## src/design/adjacency_list_edge_table_top_macros.svh

```systemverilog
// assertion macros for the adjacency list edge table
// used by adjacency_list_edge_table_top, no other dependencies
`ifndef ADJACENCY_LIST_EDGE_TABLE_TOP_MACROS_SVH
`define ADJACENCY_LIST_EDGE_TABLE_TOP_MACROS_SVH

// antecedent in this cycle implies consequent in the next cycle
`define ALET_ASSERT_NEXT(label, clk, rst_n, ante, cons, msg) \
    label: assert property (@(posedge clk) disable iff (!(rst_n)) (ante) |=> (cons)) \
        else $error(msg);

// antecedent implies consequent in the same cycle
`define ALET_ASSERT_NOW(label, clk, rst_n, ante, cons, msg) \
    label: assert property (@(posedge clk) disable iff (!(rst_n)) (ante) |-> (cons)) \
        else $error(msg);

`endif

```

## src/design/alet_pkg.sv

```systemverilog
// shared codes and controller/datapath command and status types
// for the adjacency list edge table; no dependencies
package alet_pkg;

    // operation codes
    localparam logic OP_INSERT = 1'b0;
    localparam logic OP_REMOVE = 1'b1;

    // result status codes
    localparam logic [1:0] ST_DONE   = 2'd0;
    localparam logic [1:0] ST_REJECT = 2'd1;
    localparam logic [1:0] ST_FULL   = 2'd2;

    // configuration register indexes
    localparam logic REG_VERTEX_COUNT  = 1'b0;
    localparam logic REG_WEIGHTED_MODE = 1'b1;

    // controller to datapath
    typedef struct packed {
        logic       in_ready;
        logic       latch;
        logic       clr_wr;
        logic       deg_rd_src;
        logic       deg_rd_dst;
        logic       cap_sd;
        logic       cap_dd;
        logic       ins_wr;
        logic       nb_rd;
        logic       idx_inc;
        logic       rm_last;
        logic       rm_move;
        logic       swap;
        logic       set_res;
        logic [1:0] res_code;
        logic       load_out;
    } t_cmd;

    // datapath to controller
    typedef struct packed {
        logic clr_last;
        logic src_ok;
        logic dst_ok;
        logic is_remove;
        logic undirected;
        logic room;
        logic idx_end;
        logic match;
        logic out_free;
    } t_sts;

endpackage

```

## src/design/alet_ctrl.sv

```systemverilog
// sequencing state machine for the adjacency list edge table
// depends on alet_pkg (t_cmd, t_sts, status codes)
module alet_ctrl (
    input  logic            i_clk,
    input  logic            i_rst_n,
    input  logic            i_in_valid,
    input  alet_pkg::t_sts  i_sts,
    output alet_pkg::t_cmd  o_cmd
);

    localparam logic [3:0] S_CLEAR   = 4'd0;
    localparam logic [3:0] S_IDLE    = 4'd1;
    localparam logic [3:0] S_RD_SD   = 4'd2;
    localparam logic [3:0] S_RD_DD   = 4'd3;
    localparam logic [3:0] S_CHECK   = 4'd4;
    localparam logic [3:0] S_INS_WR  = 4'd5;
    localparam logic [3:0] S_RM_RD   = 4'd6;
    localparam logic [3:0] S_RM_CMP  = 4'd7;
    localparam logic [3:0] S_RM_MOVE = 4'd8;
    localparam logic [3:0] S_FINISH  = 4'd9;

    logic [3:0] r_state;
    logic [3:0] n_state;
    logic       r_phase;
    logic       n_phase;

    always_ff @(posedge i_clk) begin
        if (!i_rst_n) begin
            r_state <= S_CLEAR;
            r_phase <= 1'b0;
        end else begin
            r_state <= n_state;
            r_phase <= n_phase;
        end
    end

    always_comb begin
        n_state = r_state;
        n_phase = r_phase;
        o_cmd   = '0;
        case (r_state)
            S_CLEAR: begin
                o_cmd.clr_wr = 1'b1;
                if (i_sts.clr_last) begin
                    n_state = S_IDLE;
                end
            end
            S_IDLE: begin
                o_cmd.in_ready = 1'b1;
                if (i_in_valid) begin
                    o_cmd.latch = 1'b1;
                    n_state     = S_RD_SD;
                end
            end
            S_RD_SD: begin
                o_cmd.deg_rd_src = 1'b1;
                n_state          = S_RD_DD;
            end
            S_RD_DD: begin
                o_cmd.deg_rd_dst = 1'b1;
                o_cmd.cap_sd     = 1'b1;
                n_state          = S_CHECK;
            end
            S_CHECK: begin
                o_cmd.cap_dd  = 1'b1;
                o_cmd.set_res = 1'b1;
                n_phase       = 1'b0;
                if (!i_sts.src_ok || !i_sts.dst_ok) begin
                    o_cmd.res_code = alet_pkg::ST_REJECT;
                    n_state        = S_FINISH;
                end else if (i_sts.is_remove) begin
                    o_cmd.res_code = alet_pkg::ST_DONE;
                    n_state        = S_RM_RD;
                end else if (!i_sts.room) begin
                    o_cmd.res_code = alet_pkg::ST_FULL;
                    n_state        = S_FINISH;
                end else begin
                    o_cmd.res_code = alet_pkg::ST_DONE;
                    n_state        = S_INS_WR;
                end
            end
            S_INS_WR: begin
                o_cmd.ins_wr = 1'b1;
                if (!r_phase && i_sts.undirected) begin
                    o_cmd.swap = 1'b1;
                    n_phase    = 1'b1;
                end else begin
                    n_state = S_FINISH;
                end
            end
            S_RM_RD: begin
                if (i_sts.idx_end) begin
                    // reverse edge missing is skipped quietly
                    if (!r_phase) begin
                        o_cmd.set_res  = 1'b1;
                        o_cmd.res_code = alet_pkg::ST_REJECT;
                    end
                    n_state = S_FINISH;
                end else begin
                    o_cmd.nb_rd = 1'b1;
                    n_state     = S_RM_CMP;
                end
            end
            S_RM_CMP: begin
                if (i_sts.match) begin
                    o_cmd.rm_last = 1'b1;
                    n_state       = S_RM_MOVE;
                end else begin
                    o_cmd.idx_inc = 1'b1;
                    n_state       = S_RM_RD;
                end
            end
            S_RM_MOVE: begin
                o_cmd.rm_move = 1'b1;
                if (!r_phase && i_sts.undirected) begin
                    o_cmd.swap = 1'b1;
                    n_phase    = 1'b1;
                    n_state    = S_RM_RD;
                end else begin
                    n_state = S_FINISH;
                end
            end
            S_FINISH: begin
                if (i_sts.out_free) begin
                    o_cmd.load_out = 1'b1;
                    n_state        = S_IDLE;
                end
            end
            default: begin
                n_state = S_IDLE;
            end
        endcase
    end

endmodule

```

## config.mk

```make
export PLATFORM = sky130hd
export DESIGN_NAME = alet_ctrl
export DESIGN_NICKNAME = d
export VERILOG_FILES = /design/src/design/adjacency_list_edge_table_top_macros.svh /design/src/design/alet_pkg.sv /design/src/design/alet_ctrl.sv
export SDC_FILE = /design/constraint.sdc
export NUM_CORES = 1
export LEC_CHECK = 0
export BUFFER_PORTS_ARGS = -buffer_cell sky130_fd_sc_hd__clkbuf_2
export CAP_MARGIN = 10
export CORE_MARGIN = 2
export CORE_UTILIZATION = 44
export CTS_CLUSTER_SIZE = 28
export DETAILED_ROUTE_END_ITERATION = 12
export HOLD_SLACK_MARGIN = 0.06
export PLACE_DENSITY = 0.77
export SYNTH_ARGS = -nofsm -noshare
export SYNTH_HDL_FRONTEND = slang
export SYNTH_SLANG_ARGS = --single-unit
```

## constraint.sdc

```tcl
create_clock -name i_clk -period 1.7 [get_ports i_clk]
set_input_delay 0.255 -clock i_clk [delete_from_list [all_inputs] [get_ports i_clk]]
set_output_delay 0.255 -clock i_clk [all_outputs]
set_load 0.05 [all_outputs]
```

==> results.tsv <==
stage	metric	value	unit
setup_path	Largest stage delay, worst path	370	ps
setup_path	WP data required	1440	ps
placement	Final HPWL DP	1400	µm
synth	count leader, synth	nor3_1	
synth	post-synth top area cell	dfxtp_1	
drt	DR pass1 iterations	4	
clock_tree	Clock Tree Buf Depth	2	
pwr	Pwr Density	417	nW/µm²
layout	non-filler cells, final	131	
synth	Syn Area/Cell	7.80	µm²
clock_tree	TritonCTS clock tree	yes	
sta	Tmin final	1690	ps
drt	DRC violations left	0	
placement	I/O Buffers	28	
setup_path	Worst Path Class, Setup	reg2out	
placement	routability cong.	0.911	
grt	Total Routing Usage GR	24.6	%
layout	Final nets	129	
layout	Layout Utilization	79.5	%
min_path	hold path start	i_sts[8]	
layout	fill cell count	91	
setup_path	WP buf/inv	1	
sta	final hold violation count	0	
clock_tree	TritonCTS Sinks	5	
sta	RSZ-0062 raised after global routing	true	
drt	average wire per standard cell	16.1	µm
clock_tree	CTS buffer count	3	
drt	DR iter-0 viols	16	
synth	EDFF count, synth	0	
grt	GRT overflow	0	
setup_path	CP Launch Type	register	
grt	number of global-route vias before repair	649	
setup_path	r2r endpoint	r_state[3]	
synth	Synth Flop Type	dfxtp_1	
min_path	Min-Delay Path Class	in2reg	
flow_run	Max Cap Viol	0	
clock_tree	Root Driver	clkbuf_4	
placement	area of placed instances	846	µm²
floorplanning	die area	1680	µm²
layout	# diodes	0	
drt	via/cell ratio	5.73	
drt	Antenna Violating Nets Remaining	0	
pwr	Pleak	0.471	nW
synth	Synth Area in Simple Gates	41.5	%
synth	mux contribution to synthesized area	0	%
sta	# setup viols final	0	
synth	largest family of logic cells by synthesized area	simple AND/OR/NAND/NOR gates	
sta	Final Cycle Share	99.4	%
setup_path	worst r2r path cells	4	
sta	clk_skew	3.54	ps
synth	Synth Net Count	89	
synth	number of synthesized register bits	5	
setup_path	Critical Path End Type	output port	
synth	Post-Synthesis Cells	77	
drt	DR vias	751	
sta	Max Freq	592	MHz
placement	placed insts	120	
clock_tree	H-Tree Depth	1	
floorplanning	Core Region	1280	µm²
drt	drt total wl	2110	µm
clock_tree	clk slew on worst S/H paths	40	ps
layout	Design Area, Final	1020	µm²
setup_path	Worst path slowest cell	dfxtp_4	
min_path	WHS Endpoint	r_state[0]	
synth	post-synthesis xor/xnor area fraction	0	%
clock_tree	Worst-Skew Late Latency	240	ps
grt	first-pass GRT wire length	2680	µm
synth	post-synthesis sequential area ratio	16.7	%
setup_path	crit path DAT	1440	ps
synth	Post-Syn Area	601	µm²
sta	Slew HR	57.4	%
floorplanning	die span in y	40.9	µm
synth	Ys Warns	0	
min_path	hold depth	3	
layout	layout cells sized above 1	63.8	%
sta	Slew @ Worst Pin	622	ps
synth	Synth top cells by count	8 x nor3_1, 7 x nor2_1, 5 x dfxtp_1, 5 x inv_1, 5 x nand2_1	
layout	synth-to-layout area growth	70.0	%
synth	cells taking the most area after synthesis	dfxtp_1 17%, buf_6 7.5%, nor3_1 6.7%	
synth	post-synth top area share	16.7	%
grt	initial antenna violation count	0	
setup_path	worst r2r src	r_state[3]	
floorplanning	initial core utilization	46.7	%
floorplanning	chip width	40.9	µm
synth	Distinct cells, synth	37	
synth	adder-cell share of the synthesized area	0	%
pwr	peak supply drop	0.418	mV
grt	largest net degree at the start of global routing	13	
setup_path	Crit Path Max Fanout	7	
synth	Post-synth ARST share	0	%
synth	Synth Area in Compound Gates	27.3	%
pwr	post-route total power	0.426	mW
setup_path	flop2flop setup slack	20	ps
floorplanning	I/O pin count	29	
run_status	status	finished clean	
setup_path	CP top delay family	simple AND/OR/NAND/NOR gates	
sta	Hold WS	238	ps
floorplanning	row count	13	
sta	Slew Viols, Final	0	
setup_path	worst path cell trace	or2b_1 > nor3b_4 > o21a_1 > buf_8	
## per-stage QoR
stage / TNS [ps] / setup WS, ps
after floorplan: -445 / -283
after global placement: 0 / 168
after detailed placement: 0 / 130
after CTS: -72.4 / -62.3
after global routing: -76.2 / -35.0
final: 0 / 9.81
## where the power goes
group / total [mW] / switching, mW / internal, mW
registers: 0.133 / 0.0133 / 0.120
logic: 0.157 / 0.0945 / 0.0625
clock network: 0.136 / 0.0472 / 0.0887
total: 0.426 / 0.155 / 0.271
## how the worst max path moves through the flow
stage	start	end	slack, ps	cells past startpoint
2_1_floorplan	r_state[1]	o_cmd[1]	-280	5
5_1_grt	r_state[2]	o_cmd[1]	-40	4
4_1_cts	r_state[2]	o_cmd[2]	-60	6
3_5_place_dp	r_state[0]	r_state[1]	130	5
6_report	r_state[3]	o_cmd[1]	10	4
3_3_place_gp	r_state[0]	o_cmd[2]	170	6
## logic make-up after synthesis
kind of cell,after synthesis
and+or+nand+nor,41
AOI/OAI and AO/OA,18
buffers and inverters,13
DFF,5
## sequential cells by signal, summed over array words and instances, names as in the netlist
register and flops:
r_phase 1, r_state 4
## placed cells by master, fill, tap and decap left out, drive strengths merged, types with 2 or more instances in the layout
cell    synthesis  final
clkbuf          0     26
buf             7     20
nor2            8      8
nor3            8      8
inv             6      5
nand2           5      5
dfxtp           5      5
nor2b           4      4
a21oi           3      3
nand2b          3      3
a211oi          3      3
nor4            2      2
and4b           2      2
o31a            2      2
o211a           2      2
nand3b          2      2
a221oi          2      2
## cell type report
cell class | instances | area, µm² | area share, %
Clock buffer | 4 | 26.3 | 2.57
Inverter | 6 | 26.3 | 2.57
Sequential cell | 5 | 109 | 10.7
Timing Repair Buffer | 42 | 303 | 29.7
Multi-Input combinational cell | 59 | 538 | 52.7
Tap cell | 15 | 18.8 | 1.84
## metal layers
metal,vias up,GRT usage (%),share of wire [%]
li1,360,-,-
met1,349,26.4,38
met2,34,41.8,53
met3,8,4.89,5.2
met4,0,18.3,3.5
met5,-,0,0
## worst reg2reg max path, delay by kind of cell (launching register included)
| family | cells | cell delay (ps) |
|---|---|---|
| AO/OA/AOI/OAI | 2 | 800 |
| buffers and inverters | 1 | 150 |
| flip-flops | 1 | 370 |
| AND/OR/NAND/NOR | 1 | 280 |
## what timing repair did
| item | CTS | global route |
|---|---|---|
| hold endpoints to repair | 0 | 0 |
| pin swaps | 1 | 3 |
| endpoints found under the setup margin | 4 | 8 |
| setup buffers | 2 | 5 |
| hold buffers | 0 | 0 |
| gates resized for setup | 9 | 31 |
No activity file was read; power rests on OpenSTA's default activity.
